==> config.mk <==
export PLATFORM = sky130hd
export DESIGN_NAME = ptce_div
export DESIGN_NICKNAME = d
export VERILOG_FILES = /design/src/hw/rtl/ptce_div.sv
export SDC_FILE = /design/constraint.sdc
export NUM_CORES = 2
export LEC_CHECK = 0
export ABC_AREA = 0
export BUFFER_PORTS_ARGS = -buffer_cell sky130_fd_sc_hd__buf_2
export CORE_UTILIZATION = 60
export DETAILED_ROUTE_END_ITERATION = 8
export PLACE_DENSITY = 0.76
export REMOVE_ABC_BUFFERS = 1
export SLEW_MARGIN = 10
export SYNTH_ARGS = -nofsm -noshare
export SYNTH_HDL_FRONTEND = slang
export SYNTH_SLANG_ARGS = --single-unit
==> constraint.sdc <==
create_clock -name clk -period 4.5 [get_ports clk]
set_input_delay 1.35 -clock clk [delete_from_list [all_inputs] [get_ports clk]]
set_output_delay 1.35 -clock clk [all_outputs]
set_load 0.02 [all_outputs]
==> src/hw/rtl/ptce_div.sv <==
// Pipelined restoring divider, one quotient bit per register stage, with a
// side payload that travels alongside. Depends on nothing.
`default_nettype none
module ptce_div #(
  parameter int NUM_W  = 32,
  parameter int DEN_W  = 16,
  parameter int SIDE_W = 1
) (
  input  wire logic              clk,
  input  wire logic              rst,
  input  wire logic              en,
  input  wire logic              in_valid,
  input  wire logic [NUM_W-1:0]  num,
  input  wire logic [DEN_W-1:0]  den,
  input  wire logic [SIDE_W-1:0] side,
  output logic                   out_valid,
  output logic [NUM_W-1:0]       quo,
  output logic [DEN_W-1:0]       rem,
  output logic [SIDE_W-1:0]      side_out
);

  logic [NUM_W-1:0]  vld;
  logic [DEN_W-1:0]  rem_q  [NUM_W];
  logic [NUM_W-1:0]  num_q  [NUM_W];
  logic [DEN_W-1:0]  den_q  [NUM_W];
  logic [SIDE_W-1:0] side_q [NUM_W];

  for (genvar k = 0; k < NUM_W; k++) begin : g_stage
    logic              v_in;
    logic [DEN_W-1:0]  r_in;
    logic [NUM_W-1:0]  n_in;
    logic [DEN_W-1:0]  d_in;
    logic [SIDE_W-1:0] s_in;
    logic [DEN_W:0]    trial;
    logic [DEN_W:0]    diff;
    logic              ge;

    if (k == 0) begin : g_first
      assign v_in = in_valid;
      assign r_in = '0;
      assign n_in = num;
      assign d_in = den;
      assign s_in = side;
    end else begin : g_next
      assign v_in = vld[k-1];
      assign r_in = rem_q[k-1];
      assign n_in = num_q[k-1];
      assign d_in = den_q[k-1];
      assign s_in = side_q[k-1];
    end

    assign trial = {r_in, n_in[NUM_W-1]};
    assign diff  = trial - {1'b0, d_in};
    assign ge    = trial >= {1'b0, d_in};

    always_ff @(posedge clk) begin
      if (rst) begin
        vld[k] <= 1'b0;
      end else if (en) begin
        vld[k] <= v_in;
      end
    end

    always_ff @(posedge clk) begin
      if (en) begin
        rem_q[k]  <= ge ? diff[DEN_W-1:0] : trial[DEN_W-1:0];
        num_q[k]  <= {n_in[NUM_W-2:0], ge};
        den_q[k]  <= d_in;
        side_q[k] <= s_in;
      end
    end
  end

  assign out_valid = vld[NUM_W-1];
  assign quo       = num_q[NUM_W-1];
  assign rem       = rem_q[NUM_W-1];
  assign side_out  = side_q[NUM_W-1];

endmodule
`default_nettype wire

# Word level (Yosys, flattened, before mapping)
# Memory sizes are Yosys's and may differ from the RTL's.
# Index checks and enable logic that the tools add are counted.
# totals
regBits	32
mem_bits_rw	2080
input_bits	53
out_inout_bits	50
wordCells	134
mem_count	4
# op_classes
add_sub_neg	32
n_lt_le_gt_ge	32
n_mux	34
# memory_table
name	words	word_bits	rd	rd_clocked_by_memory_dff	wr	line_no	text
num_q	32	32	32	0	32	24	logic [NUM_W-1:0] num_q [NUM_W];
den_q	32	16	31	0	32	25	logic [DEN_W-1:0] den_q [NUM_W];
rem_q	32	16	32	0	32	23	logic [DEN_W-1:0] rem_q [NUM_W];
side_q	32	1	32	0	32	26	logic [SIDE_W-1:0] side_q [NUM_W];
# ops
cell	n
>= comparator 17 x 16 -> 1 bit	31
two-way mux 16 bit	32
subtractor 16 bit	31
>= comparator 1 x 16 -> 1 bit	1
subtractor 1 x 16 -> 16 bit	1
two-way mux 1 bit	2

# Depth between registers and ports, before layout
# An unclocked memory read counts as a cell.
# depth
depth_word	3
mapped_depth	13
mapped_depth_nobuf	11

# Least setup slack after synthesis
# No wires, ideal clock.
# synth_timing
path_kind	reg-to-reg
startpoint	memory den_q[30][1], in the netlist den_q[7][33]
endpoint	memory rem_q[31][8], in the netlist rem_q[7][56], data pin
setup_ns	0.260
t_arrival_ns	3.041
t_required_ns	4.240
path_slack_ns	1.199
stages_incl_launch_ff	13
path_buffers	2
synth_period_minus_slack_ns	3.301
path_cell_list	edfxtp_1 inv_1 ha_1 nor2b_1 o31a_1 or4b_1 a221o_1 a21oi_2 o211ai_1 a211o_1 buf_6 buf_6 mux2_4
# synth_rtl
item	line_no
start, declared	25
end, declared	23

==> results.py <==
metrics = {
    "place": {
        "dp_cells": 8640,
        "portBuffers": 102,
        "gp_congestion": 0.8802,
        "place_hpwl_um": 113800,
    },
    "critical_path": {
        "cp_max_fo": 15,
        "critPathKind": "flip-flop to flip-flop",
        "critPathRequiredTime_ns": 5.09,
        "crit_chain": "inv_1, ha_1, nor2b_1, o31a_1, o32ai_1, o21ai_0, a211o_1, a41oi_2, buf_4, a31oi_1, a21o_1",
        "start_kind": "flip-flop",
        "crit_buf_inv": 2,
        "critical-path-max-stage-delay_ns": 0.70,
        "cp.arrival_ns": 4.31,
        "cp-end-kind": "flip-flop",
        "crit_family": "compound AO/OA/AOI/OAI gates",
        "slowest_stage": "a41oi_2",
    },
    "power": {
        "p_sw_frac": 0.3147,
        "leakagePower_nw": 40.20,
        "p_switching_mw": 22.02,
        "ir_worst_vdd_mv": 0.4427,
        "power_mw": 69.98,
        "p_seq_frac": 0.408,
        "power_density_nw_per_um2": 673.6,
        "p_int_mw": 47.96,
        "clkPwrFrac": 0.252,
        "pwr-share-comb": 0.340,
    },
    "route": {
        "antenna_left": 0,
        "via_count": 51150,
        "drt-pass1-iter-count": 5,
        "drt_wl_total_um": 163000,
        "wl_per_cell_um": 18.08,
        "route.detailed.drc": 0,
        "initialDrtViolationCount": 3513,
        "viasPerCell": 5.672,
    },
    "global_routing": {
        "grt_overflow_total": 0,
        "gr-usage-all-layers": 0.2091,
        "antenna_found_initial": 0,
        "grt_max_degree": 115,
        "grt_pass1_vias": 50370,
        "grt_pass1_wl_um": 261700,
    },
    "synth": {
        "syn_area_per_cell_um2": 14.32,
        "syn_area_um2": 92930,
        "synth_edf_count": 2064,
        "ys_ff_latch": 2096,
        "synth_ff_type": "edfxtp_1",
        "async_flop_share": 0,
        "synthCells": 6489,
        "ys_warn_count": 0,
        "yosysUniqueCellTypes": 81,
        "seq_area_frac_synth": 0.6738,
    },
    "clock_network": {
        "postCtsHoldBufs": 0,
        "htree_levels": 4,
        "cts.sinks": 2096,
        "cts.clk_slew.worst_paths_ns": 0.06,
        "clockBufferDepth": 3,
        "post-cts-setup-buffer-count": 0,
        "cts_buffers": 204,
        "clockRootBuffer": "clkbuf_16",
        "cts_tree": "yes",
        "clk_latency_ns": 0.85,
        "cts_resized": 0,
    },
    "layout": {
        "register_area_um2": 62620,
        "multi_input_area_um2": 27590,
        "fin_nets": 7384,
        "drive_gt1_frac": 0.1223,
        "fin_util": 0.6752,
        "area_growth_pct": 11.79,
        "fillCellCount": 10550,
        "antenna-diode-count": 0,
        "finalNonFillerCells": 9019,
    },
    "outcome": {
        "outcome": "complete, no violations",
    },
    "die": {
        "die_h_um": 395.6,
        "num_rows": 144,
        "core_area_um2": 153900,
        "die-area_um2": 156500,
        "fp.dieW_um": 395.6,
        "io_pins": 103,
        "start_util": 0.6040,
    },
    "sta": {
        "finalHoldViolCount": 0,
        "max_freq_mhz": 269.1,
        "fin_crit_sh": 0.8258,
        "slew_violations": 0,
        "finalCriticalPeriod_ns": 3.716,
        "fin_skew_ns": 0.03334,
        "relSlewSlack": 0.2829,
        "worst_slew_pin_slew_ns": 1.074,
        "setup_viol": 0,
        "rsz0062_at_grt": "false",
    },
    "flow_run": {
        "maxCapViolCount": 0,
    },
    "hold_path": {
        "hold_path.class": "flip-flop to flip-flop",
    },
}
-- synthesized netlist by cell type (75+ instances only) --
master,n,area (um^2)
nor3_1,75,375.4
nor2b_1,81,506.7
nor2_1,335,1257
mux2_2,285,3209
nand3_1,78,390.4
ha_1,498,6231
nand2_1,301,1130
a21oi_1,331,1657
inv_1,648,2432
xor2_1,114,998.5
o21ai_0,305,1526
a21o_1,129,968.4
xnor2_1,232,2032
edfxtp_1,2064,61980
mux2i_1,81,810.8
-- placed cells by master (no fill, tap or decap), types with 81 or more instances in the layout --
cell	n
mux2i_1	81
xnor2_1	232
mux2_2	285
inv_1	648
xor2_1	114
a21oi_1	330
nand2_1	301
edfxtp_1	2064
nor2b_1	81
clkbuf_16	204
a21o_1	129
o21ai_0	304
buf_2	101
ha_1	498
nor2_1	335
-- power groups by stage --
stage / logic, mW / registers [mW] / clock network (mW)
finish: 23.8 / 28.5 / 17.6
global route: 26.4 / 28.8 / 18.8
CTS: 23.7 / 28.6 / 18.1
detailed placement: 23.5 / 28.9 / 0
global placement: 22.8 / 28.9 / 0
floorplan: 18.3 / 28.0 / 0
-- through the flow --
| stage | TNS, ns | setup WS [ns] | cell area, um^2 | hold slack [ns] |
|---|---|---|---|---|
| 5_1_grt | 0 | 0.5875 | 103900 | 0.4057 |
| 3_3_place_gp | 0 | 0.8825 | 96790 | 0.4003 |
| 2_1_floorplan | -0.01985 | -0.01985 | 92590 | 0.4003 |
| 6_report | 0 | 0.7840 | 103900 | 0.3975 |
| 3_5_place_dp | 0 | 0.7914 | 96790 | 0.4045 |
| 4_1_cts | 0 | 0.7909 | 103900 | 0.3860 |
-- worst reg2reg max path: cells and delay by family (launching register included) --
family | cells | cell delay [ns]
DFF | 1 | 0.43
and+or+nand+nor | 1 | 0.14
adders and majority gates | 1 | 0.23
buffers and inverters | 2 | 0.35
AOI/OAI and AO/OA | 7 | 2.32
-- sequential cells by signal, summed over array words and instances, names as in the netlist --
signal	count
side_q	32
out_valid	1
den_q	496
rem_q	512
g_stage.v_in	31
num_q	1024
-- layer usage --
metal | track usage | part of all wire | vias to the layer above
met5 | 0 | 0 | -
li1 | - | - | 24890
met4 | 0.06846 | 0.028 | 0
met1 | 0.2756 | 0.43 | 24880
met3 | 0.03262 | 0.043 | 284
met2 | 0.3558 | 0.50 | 1096
-- cell type report --
cell class | count | area share
Clock buffer | 230 | 0.05008
Clock inverter | 149 | 0.01823
Timing Repair Buffer | 192 | 0.01530
Tap cell | 2044 | 0.02462
Sequential cell | 2096 | 0.6028
Multi-Input combinational cell | 3660 | 0.2656
Inverter | 648 | 0.02341
-- final timing paths --
check	startpoint	to	slack [ns]	cells after the start
max	den_q[3][33]$_DFFE_PP_	rem_q[3][62]$_DFFE_PP_	0.78	11
min	side_q[19]$_DFFE_PP_	side_q[20]$_DFFE_PP_	0.40	0
max reg2reg	den_q[3][33]$_DFFE_PP_	rem_q[3][62]$_DFFE_PP_	0.78	11
min reg2reg	side_q[19]$_DFFE_PP_	side_q[20]$_DFFE_PP_	0.40	0
-- cell families (layout without fill, tap and decap cells) --
kind of cell               after synthesis  count (layout)  share of synthesized area
xor gates and xnor gates               346             346                    0.03261
DFF                                   2096            2096                     0.6738
and+or+nand+nor                       1191            1191                    0.06230
buffers and inverters                  733            1219                    0.02990
AOI/OAI and AO/OA                     1221            1221                    0.08326
adders and majority gates              529             529                    0.07373
muxes                                  373             373                    0.04439
No activity file was read; power rests on OpenSTA's default activity.
